**src/design/rsc_pkg.sv**
```systemverilog
// Shared word types, request codes and register indexes for the rotor substitution cipher.
package rsc_pkg;

    localparam int LETTER_W    = 5;
    localparam int LETTER_CODES = 2 ** LETTER_W;
    localparam int REQ_TYPE_W  = 2;
    localparam int ROTOR_SEL_W = 2;
    localparam int CFG_INDEX_W = 1;

    // Request codes
    localparam logic [REQ_TYPE_W-1:0] REQ_ENCRYPT = 2'd0;
    localparam logic [REQ_TYPE_W-1:0] REQ_DECRYPT = 2'd1;
    localparam logic [REQ_TYPE_W-1:0] REQ_LOAD    = 2'd2;
    localparam logic [REQ_TYPE_W-1:0] REQ_SET     = 2'd3;

    // Rotor select codes
    localparam logic [ROTOR_SEL_W-1:0] ROTOR_FAST   = 2'd0;
    localparam logic [ROTOR_SEL_W-1:0] ROTOR_MIDDLE = 2'd1;
    localparam logic [ROTOR_SEL_W-1:0] ROTOR_SLOW   = 2'd2;

    // Configuration register indexes
    localparam logic [CFG_INDEX_W-1:0] CFG_NOTCH_FAST   = 1'b0;
    localparam logic [CFG_INDEX_W-1:0] CFG_NOTCH_MIDDLE = 1'b1;

    // Output queue
    localparam int OQ_DEPTH = 8;
    localparam int OQ_PTR_W = $clog2(OQ_DEPTH);

    typedef struct packed {
        logic [REQ_TYPE_W-1:0]  req_type;
        logic [LETTER_W-1:0]    letter;
        logic [ROTOR_SEL_W-1:0] rotor_sel;
        logic [LETTER_W-1:0]    entry_index;
        logic [LETTER_W-1:0]    entry_letter;
        logic [LETTER_W-1:0]    start_fast;
        logic [LETTER_W-1:0]    start_middle;
        logic [LETTER_W-1:0]    start_slow;
    } req_t;

    typedef struct packed {
        logic [LETTER_W-1:0] out_letter;
        logic                letter_valid;
    } rsp_t;

endpackage

```
**src/design/rotor_substitution_cipher.sv**
```systemverilog
// Top level of the three-rotor substitution cipher: wiring memories, rotor stepping and pipeline.
//
//  channel | direction | handshake             | word
//  --------+-----------+-----------------------+----------------------------------------
//  req     | in        | req_valid / req_ready | rsc_pkg::req_t (encrypt, decrypt, set-up)
//  rsp     | out       | rsp_valid / rsp_ready | rsc_pkg::rsp_t, one word per req word
//  cfg     | in        | cfg_valid / cfg_ready | cfg_index + cfg_data (notch registers)
//
//  One req word per cycle while req_ready is high; each word passes stages s1 to s4 and
//  the output queue before it leaves on rsp. The pipeline holds the three dependent wiring
//  lookups, one synchronous memory read per stage. Reset clears positions, notches, pipeline
//  valids and the output queue; wiring memories come up undefined and need no clearing pass.
//  A stalled rsp side fills an eight-word output queue; req_ready drops only once eight
//  words are in flight. cfg_ready is always high.
module rotor_substitution_cipher #(
    parameter int ALPHABET_SIZE = 26
) (
    input  logic                                clk,
    input  logic                                rst_n,
    input  logic                                req_valid,
    output logic                                req_ready,
    input  rsc_pkg::req_t                       req,
    output logic                                rsp_valid,
    input  logic                                rsp_ready,
    output rsc_pkg::rsp_t                       rsp,
    input  logic                                cfg_valid,
    output logic                                cfg_ready,
    input  logic [rsc_pkg::CFG_INDEX_W-1:0]     cfg_index,
    input  logic [rsc_pkg::LETTER_W-1:0]        cfg_data
);
    import rsc_pkg::*;

    // Letter and position width inside the block
    localparam int LW = $clog2(ALPHABET_SIZE);
    localparam int CNT_W = OQ_PTR_W + 1;

    // Item context carried down the pipeline. p1..p3 are the rotor positions in the
    // order the letter visits them (fast first for encrypt, slow first for decrypt).
    typedef struct packed {
        logic                   xform;
        logic                   enc;
        logic [LW-1:0]          v;
        logic [LW-1:0]          p1;
        logic [LW-1:0]          p2;
        logic [LW-1:0]          p3;
        logic                   ld;
        logic [ROTOR_SEL_W-1:0] sel;
        logic [LW-1:0]          idx;
        logic [LW-1:0]          ltr;
    } stage_t;

    function automatic logic [LW-1:0] wrap_add(input logic [LW-1:0] a, input logic [LW-1:0] b);
        logic [LW:0] s;
        s = {1'b0, a} + {1'b0, b};
        if (s >= (LW+1)'(ALPHABET_SIZE))
        begin
            s = s - (LW+1)'(ALPHABET_SIZE);
        end
        return s[LW-1:0];
    endfunction

    function automatic logic [LW-1:0] wrap_sub(input logic [LW-1:0] a, input logic [LW-1:0] b);
        logic [LW:0] d;
        d = {1'b0, a} - {1'b0, b};
        if (a < b)
        begin
            d = d + (LW+1)'(ALPHABET_SIZE);
        end
        return d[LW-1:0];
    endfunction

    function automatic logic [LW-1:0] wrap_inc(input logic [LW-1:0] a);
        logic [LW-1:0] r;
        if (a == LW'(ALPHABET_SIZE - 1))
        begin
            r = '0;
        end
        else
        begin
            r = a + LW'(1);
        end
        return r;
    endfunction

    // Reduce a raw 5-bit start value into the alphabet: constant table.
    logic [LW-1:0] mod_tbl [LETTER_CODES];
    for (genvar gi = 0; gi < LETTER_CODES; gi++)
    begin : g_mod_tbl
        assign mod_tbl[gi] = LW'(gi % ALPHABET_SIZE);
    end

    // ------------------------------------------------------------------
    // Configuration registers
    // ------------------------------------------------------------------
    logic [LETTER_W-1:0] notch_fast_reg;
    logic [LETTER_W-1:0] notch_middle_reg;

    assign cfg_ready = 1'b1;

    always_ff @(posedge clk or negedge rst_n)
    begin
        if (!rst_n)
        begin
            notch_fast_reg   <= '0;
            notch_middle_reg <= '0;
        end
        else if (cfg_valid && cfg_ready)
        begin
            case (cfg_index)
                CFG_NOTCH_FAST:   notch_fast_reg   <= cfg_data;
                CFG_NOTCH_MIDDLE: notch_middle_reg <= cfg_data;
                default:          ;
            endcase
        end
    end

    // ------------------------------------------------------------------
    // Wiring memories, one bank per rotor and direction. Each bank is written at the
    // pipeline stage just before the stage that reads it, so reads and writes land in
    // word order without an interlock.
    // ------------------------------------------------------------------
    logic [LW-1:0] fw0_mem [ALPHABET_SIZE];
    logic [LW-1:0] fw1_mem [ALPHABET_SIZE];
    logic [LW-1:0] fw2_mem [ALPHABET_SIZE];
    logic [LW-1:0] iv0_mem [ALPHABET_SIZE];
    logic [LW-1:0] iv1_mem [ALPHABET_SIZE];
    logic [LW-1:0] iv2_mem [ALPHABET_SIZE];

    logic [LW-1:0] fw0_rd_reg, fw1_rd_reg, fw2_rd_reg;
    logic [LW-1:0] iv0_rd_reg, iv1_rd_reg, iv2_rd_reg;
    // Wired letter at the current fast and middle positions, for the carry decision
    logic [LW-1:0] pf0_reg, pf1_reg;

    // ------------------------------------------------------------------
    // Pipeline and rotor state
    // ------------------------------------------------------------------
    logic          s1_vld_reg, s2_vld_reg, s3_vld_reg, s4_vld_reg;
    stage_t        s1_reg, s2_reg, s3_reg, s4_reg;
    stage_t        s1_next;

    logic [LW-1:0] fast_pos_reg, middle_pos_reg, slow_pos_reg;
    logic [LW-1:0] fast_pos_next, middle_pos_next, slow_pos_next;

    logic          req_acc;
    logic          letter_ok;
    logic          load_ok;
    logic          carry_fast;
    logic          carry_middle;
    logic [LW-1:0] pf1_fwd;

    // Output queue and in-flight count
    rsp_t             oq_mem [OQ_DEPTH];
    logic [CNT_W-1:0] oq_wr_ptr_reg, oq_rd_ptr_reg;
    logic [CNT_W-1:0] inflight_reg, inflight_next;
    logic             rsp_pop;

    assign req_ready = (inflight_reg != CNT_W'(OQ_DEPTH));
    assign req_acc   = req_valid && req_ready;

    assign letter_ok = ({1'b0, req.letter} < (LETTER_W+1)'(ALPHABET_SIZE));
    assign load_ok   = (req.req_type == REQ_LOAD) && (req.rotor_sel <= ROTOR_SLOW)
                       && ({1'b0, req.entry_index} < (LETTER_W+1)'(ALPHABET_SIZE))
                       && ({1'b0, req.entry_letter} < (LETTER_W+1)'(ALPHABET_SIZE));

    // Middle-rotor wiring written one stage after accept: forward a load still in
    // stage 1 to the word accepted right behind it.
    assign pf1_fwd = (s1_vld_reg && s1_reg.ld && s1_reg.sel == ROTOR_MIDDLE
                      && s1_reg.idx == middle_pos_reg) ? s1_reg.ltr : pf1_reg;

    assign carry_fast   = (LETTER_W'(pf0_reg) == notch_fast_reg);
    assign carry_middle = carry_fast && (LETTER_W'(pf1_fwd) == notch_middle_reg);

    // Step rotors, set positions, and build the stage-1 context
    always_comb
    begin
        fast_pos_next   = fast_pos_reg;
        middle_pos_next = middle_pos_reg;
        slow_pos_next   = slow_pos_reg;

        s1_next       = '0;
        s1_next.enc   = (req.req_type == REQ_ENCRYPT);
        s1_next.xform = ((req.req_type == REQ_ENCRYPT) || (req.req_type == REQ_DECRYPT))
                        && letter_ok;
        s1_next.v     = req.letter[LW-1:0];
        s1_next.ld    = load_ok;
        s1_next.sel   = req.rotor_sel;
        s1_next.idx   = req.entry_index[LW-1:0];
        s1_next.ltr   = req.entry_letter[LW-1:0];

        if (req_acc)
        begin
            if (req.req_type == REQ_SET)
            begin
                fast_pos_next   = mod_tbl[req.start_fast];
                middle_pos_next = mod_tbl[req.start_middle];
                slow_pos_next   = mod_tbl[req.start_slow];
            end
            else if (s1_next.xform)
            begin
                fast_pos_next = wrap_inc(fast_pos_reg);
                if (carry_fast)
                begin
                    middle_pos_next = wrap_inc(middle_pos_reg);
                end
                if (carry_middle)
                begin
                    slow_pos_next = wrap_inc(slow_pos_reg);
                end
            end
        end

        s1_next.p1 = s1_next.enc ? fast_pos_next : slow_pos_next;
        s1_next.p2 = middle_pos_next;
        s1_next.p3 = s1_next.enc ? slow_pos_next : fast_pos_next;
    end

    always_ff @(posedge clk or negedge rst_n)
    begin
        if (!rst_n)
        begin
            fast_pos_reg   <= '0;
            middle_pos_reg <= '0;
            slow_pos_reg   <= '0;
            s1_vld_reg     <= 1'b0;
            s2_vld_reg     <= 1'b0;
            s3_vld_reg     <= 1'b0;
            s4_vld_reg     <= 1'b0;
        end
        else
        begin
            fast_pos_reg   <= fast_pos_next;
            middle_pos_reg <= middle_pos_next;
            slow_pos_reg   <= slow_pos_next;
            s1_vld_reg     <= req_acc;
            s2_vld_reg     <= s1_vld_reg;
            s3_vld_reg     <= s2_vld_reg;
            s4_vld_reg     <= s3_vld_reg;
        end
    end

    always_ff @(posedge clk)
    begin
        s1_reg <= s1_next;
        s2_reg <= s1_reg;
        s3_reg <= s2_reg;
        s4_reg <= s3_reg;
    end

    // Lookup addresses and data per stage
    logic [LW-1:0] addr1, addr2, addr3;
    logic [LW-1:0] d1, d2, d3;
    logic [LW-1:0] result;

    assign addr1  = wrap_add(s1_reg.v, s1_reg.p1);
    assign d1     = s2_reg.enc ? fw0_rd_reg : iv2_rd_reg;
    assign addr2  = wrap_add(wrap_sub(d1, s2_reg.p1), s2_reg.p2);
    assign d2     = s3_reg.enc ? fw1_rd_reg : iv1_rd_reg;
    assign addr3  = wrap_add(wrap_sub(d2, s3_reg.p2), s3_reg.p3);
    assign d3     = s4_reg.enc ? fw2_rd_reg : iv0_rd_reg;
    assign result = wrap_sub(d3, s4_reg.p3);

    // Write enables: fast forward and slow inverse at accept, middle at stage 1,
    // slow forward and fast inverse at stage 2.
    logic wr_fw0, wr_iv2, wr_s1_mid, wr_fw2, wr_iv0;

    assign wr_fw0    = req_acc && load_ok && (req.rotor_sel == ROTOR_FAST);
    assign wr_iv2    = req_acc && load_ok && (req.rotor_sel == ROTOR_SLOW);
    assign wr_s1_mid = s1_vld_reg && s1_reg.ld && (s1_reg.sel == ROTOR_MIDDLE);
    assign wr_fw2    = s2_vld_reg && s2_reg.ld && (s2_reg.sel == ROTOR_SLOW);
    assign wr_iv0    = s2_vld_reg && s2_reg.ld && (s2_reg.sel == ROTOR_FAST);

    // Fast forward bank: stage-1 lookup plus carry read at the next fast position
    always_ff @(posedge clk)
    begin
        if (wr_fw0)
        begin
            fw0_mem[s1_next.idx] <= s1_next.ltr;
        end
        fw0_rd_reg <= fw0_mem[addr1];
        if (wr_fw0 && s1_next.idx == fast_pos_next)
        begin
            pf0_reg <= s1_next.ltr;
        end
        else
        begin
            pf0_reg <= fw0_mem[fast_pos_next];
        end
    end

    // Slow inverse bank: stage-1 lookup for decrypt
    always_ff @(posedge clk)
    begin
        if (wr_iv2)
        begin
            iv2_mem[s1_next.ltr] <= s1_next.idx;
        end
        iv2_rd_reg <= iv2_mem[addr1];
    end

    // Middle forward bank: stage-2 lookup plus carry read at the next middle position
    always_ff @(posedge clk)
    begin
        if (wr_s1_mid)
        begin
            fw1_mem[s1_reg.idx] <= s1_reg.ltr;
        end
        fw1_rd_reg <= fw1_mem[addr2];
        if (wr_s1_mid && s1_reg.idx == middle_pos_next)
        begin
            pf1_reg <= s1_reg.ltr;
        end
        else
        begin
            pf1_reg <= fw1_mem[middle_pos_next];
        end
    end

    // Middle inverse bank
    always_ff @(posedge clk)
    begin
        if (wr_s1_mid)
        begin
            iv1_mem[s1_reg.ltr] <= s1_reg.idx;
        end
        iv1_rd_reg <= iv1_mem[addr2];
    end

    // Slow forward bank: stage-3 lookup for encrypt
    always_ff @(posedge clk)
    begin
        if (wr_fw2)
        begin
            fw2_mem[s2_reg.idx] <= s2_reg.ltr;
        end
        fw2_rd_reg <= fw2_mem[addr3];
    end

    // Fast inverse bank: stage-3 lookup for decrypt
    always_ff @(posedge clk)
    begin
        if (wr_iv0)
        begin
            iv0_mem[s2_reg.ltr] <= s2_reg.idx;
        end
        iv0_rd_reg <= iv0_mem[addr3];
    end

    // ------------------------------------------------------------------
    // Output queue: every accepted word gets a slot, so stage 4 never stalls.
    // ------------------------------------------------------------------
    rsp_t rsp_word;

    always_comb
    begin
        rsp_word.letter_valid = s4_reg.xform;
        rsp_word.out_letter   = s4_reg.xform ? LETTER_W'(result) : '0;
    end

    assign rsp_valid = (oq_wr_ptr_reg != oq_rd_ptr_reg);
    assign rsp       = oq_mem[oq_rd_ptr_reg[OQ_PTR_W-1:0]];
    assign rsp_pop   = rsp_valid && rsp_ready;

    always_comb
    begin
        inflight_next = inflight_reg;
        if (req_acc && !rsp_pop)
        begin
            inflight_next = inflight_reg + CNT_W'(1);
        end
        else if (!req_acc && rsp_pop)
        begin
            inflight_next = inflight_reg - CNT_W'(1);
        end
    end

    always_ff @(posedge clk)
    begin
        if (s4_vld_reg)
        begin
            oq_mem[oq_wr_ptr_reg[OQ_PTR_W-1:0]] <= rsp_word;
        end
    end

    always_ff @(posedge clk or negedge rst_n)
    begin
        if (!rst_n)
        begin
            oq_wr_ptr_reg <= '0;
            oq_rd_ptr_reg <= '0;
            inflight_reg  <= '0;
        end
        else
        begin
            inflight_reg <= inflight_next;
            if (s4_vld_reg)
            begin
                oq_wr_ptr_reg <= oq_wr_ptr_reg + CNT_W'(1);
            end
            if (rsp_pop)
            begin
                oq_rd_ptr_reg <= oq_rd_ptr_reg + CNT_W'(1);
            end
        end
    end

endmodule
```
**config.mk**
```make
export PLATFORM = sky130hd
export DESIGN_NAME = rotor_substitution_cipher
export DESIGN_NICKNAME = d
export VERILOG_FILES = /design/src/design/rsc_pkg.sv /design/src/design/rotor_substitution_cipher.sv
export SDC_FILE = /design/constraint.sdc
export NUM_CORES = 1
export LEC_CHECK = 0
export BUFFER_PORTS_ARGS = -buffer_cell sky130_fd_sc_hd__buf_2
export CORE_MARGIN = 8
export CORE_UTILIZATION = 57
export CTS_CLUSTER_DIAMETER = 150
export DETAILED_ROUTE_END_ITERATION = 12
export GPL_TIMING_DRIVEN = 0
export PLACE_DENSITY_LB_ADDON = 0.2
export SKIP_CTS_REPAIR_TIMING = 1
export SLEW_MARGIN = 20
export SYNTH_ARGS = -nofsm -noshare
export SYNTH_HDL_FRONTEND = slang
export SYNTH_SLANG_ARGS = --single-unit
```
**constraint.sdc**
```tcl
create_clock -name clk -period 5.1 [get_ports clk]
set_input_delay 0.51 -clock clk [delete_from_list [all_inputs] [get_ports clk]]
set_output_delay 0.51 -clock clk [all_outputs]
set_load 0.05 [all_outputs]
```
==> metrics <==
status finished, final reports clean; Area contributors post-synth edfxtp_1 59%, mux4_2 5.7%, dfxtp_1 5.6%, nand2_1 4.5%, mux2i_1 2.8%; critical path's slowest cell a2111oi_4; global-route wire length before repair 166000 um; Warnings, synthesis 0; largest net degree at the start of global routing 42; final setup violation count 0; CTS tree built; I/O pin count 54; Max FO, Critical Path 10; Async SR Flop Fraction 4.15%; fmax 0.197 GHz; Die X 289 um; max_cap viols 0; Mapped Nets 3176; Crit Path Category flip-flop to flip-flop; ys flop type edfxtp_1; core area 0.0741 mm^2; area growth from synthesis to layout 14.2%; relative slew slack 25.3%; Die ar. 0.0833 mm^2; fraction of layout cells with a size suffix above 1 18.1%; minimum clock period 5080 ps; Setup WS post-layout 23.4 ps; Cell Chain, Critical Path mux2i_4 > ha_2 > inv_1 > fa_2 > xor2_2 > ha_1 > mux2_2 > ha_2 > nor2b_1 > o21a_2 > a2bb2oi_4 > nor3b_2 > a2111oi_4 > or2_4 > buf_6 > mux4_2 > o2111ai_1 > o2111ai_1; largest area contributor in the synthesized netlist edfxtp_1; largest stage delay on the critical path 490 ps; required time worst endpoint 5620 ps; initial antenna violation count 3; clk slew on worst S/H paths 70 ps; multi-input gate area in the final layout 0.0140 mm^2; standard-cell rows 100; Synth Instances 3075; Mapped Area 0.0424 mm^2; period utilization 99.5%; DR DRC count 0; Starting Density 57.2%; final hold vios 0; Yosys cell types 79; clock buffer depth 3; delay-heaviest family, CP compound AO/OA/AOI/OAI gates; Clk Latency, worst-skew pair 670 ps; buffers and inverters on the worst path 2; Layout fillers 5293; drt first pass iters 6; fin. max-slew vios 0; area share of the largest cell type after synthesis 58.7%; post-route antenna net violation count 0; GPL Wtd Cong 0.949; H-tree depth 3; register area 0.0283 mm^2; vias per cell 6.34; vias in the first global route 27000; placed wire-length estimate 75700 um; WP data arrival 5600 ps; number of synthesized flops with an enable pin 828; Synth Register Bits 988; Clock Root Buffer clkbuf_16; Hold/Removal Path Class input port to flip-flop; sequential area share after synthesis 66.7%; Setup Skew 23.2 ps; die extent in y 289 um; via count 27300; Synth Area per Inst 13.8 um^2; Tightest Pin Transition 1120 ps; crit path capture type flip-flop; final net count 3358; IO Port Bufs 52; Detailed Route WL 113000 um; GRT Resource Usage Total 26.5%; CTS buffer count 98; pre-CTS WS -1740 ps; Startpoint Class flip-flop; clock sink count 988; Wirelength per Cell 26.1 um; RSZ-0062 raised after global routing yes; drt initial violations 2857; Overflow after GRT 0
layer usage:
metal	vias up	part of all wire [%]	wire [um]	GRT usage, %
li1	12000	-	-	-
met1	13600	39	43800	34.7
met2	1430	49	55200	44.2
met3	273	8.2	9230	4.32
met4	4	3.8	4330	10.5
met5	-	0.026	29	0
worst register-to-register path: cells and delay by family, from the launching register on:
family | cells | cell delay [ps]
AO/OA/AOI/OAI | 5 | 1390
adder cells (fa/ha/maj) | 4 | 1280
multiplexers | 3 | 920
AND/OR/NAND/NOR | 3 | 480
flip-flops | 1 | 420
buffers and inverters | 2 | 250
XOR/XNOR | 1 | 200
cells in the mapped netlist (39+ instances only):
cell and instances:
edfxtp_1 828, mux4_2 107, nand2_1 511, dfxtp_1 119
inv_1 56, ha_1 49, clkbuf_1 104, mux2i_1 118
nor2_1 211, a21oi_1 82, nand4_1 50, o21ai_0 84
mux2_2 62, a31oi_1 39, dfrtp_1 41, nand3_1 138
metrics by stage:
step / instances / area (um^2) / util (%) / hold slack [ps] / TNS, ps
finish: 4311 / 48400 / 65.3 / 75.2 / 0
global route: 4310 / 48400 / 65.3 / 47.3 / -869
CTS: 4283 / 47200 / 63.7 / -75.4 / -28150
detailed placement: 4099 / 43900 / 59.3 / 312 / -27380
global placement: 4096 / 43800 / 59.2 / 310 / -24320
floorplan: 3075 / 42400 / - / 214 / 0
cells by family (layout without fill, tap and decap cells):
group	Yosys count	count (layout)	share of synthesized area, %
buffers and inverters	205	470	1.91
and+or+nand+nor	1068	1068	11.4
AOI/OAI and AO/OA	411	412	6.52
xor gates and xnor gates	52	52	1.08
adders and majority gates	56	56	1.78
muxes	294	294	10.6
other	1	2	0.00885
DFF	988	988	66.7
worst paths after layout:
path | from | end | slack [ps] | cells after the start
min in group asynchronous | rst_n | oq_rd_ptr_reg[2]$_DFFE_PN0P_ | 430 | 2
worst min-delay path | req[25] | s1_reg[10]$_DFF_P_ | 80 | 1
worst max-delay path | s3_reg[33]$_DFF_P_ | fw2_rd_reg[2]$_DFF_P_ | 20 | 18
max in group asynchronous | rst_n | notch_middle_reg[2]$_DFFE_PN0P_ | 4240 | 2
worst min register to register | s3_reg[34]$_DFF_P_ | rsp_word[0]$_DFF_P_ | 320 | 0
worst max register to register | s3_reg[33]$_DFF_P_ | fw2_rd_reg[2]$_DFF_P_ | 20 | 18
final cells by class:
cell class | instances | area share [%]
Antenna cell | 1 | 0.00517
Buffer | 142 | 1.58
Clock buffer | 115 | 5.33
Clock inverter | 69 | 1.37
Inverter | 56 | 0.434
Multi-Input combinational cell | 1883 | 28.9
Sequential cell | 988 | 58.5
Tap cell | 969 | 2.51
Timing Repair Buffer | 88 | 1.39
cell usage in the layout (no fill, tap or decap), drive strengths merged, types with 49 or more instances in the layout:
| cell | Yosys | layout |
|---|---|---|
| edfxtp | 828 | 828 |
| nand2 | 511 | 511 |
| nor2 | 211 | 211 |
| clkbuf | 104 | 208 |
| nand3 | 140 | 140 |
| buf | 45 | 131 |
| dfxtp | 119 | 119 |
| mux2i | 118 | 118 |
| mux4 | 114 | 114 |
| o21ai | 87 | 87 |
| a21oi | 83 | 83 |
| mux2 | 62 | 62 |
| inv | 56 | 61 |
| nand4 | 50 | 50 |
| ha | 49 | 49 |
Power is left out: the tool's default activity adds up to more than one toggle a clock period on the data nets, which glitch-free logic cannot reach.
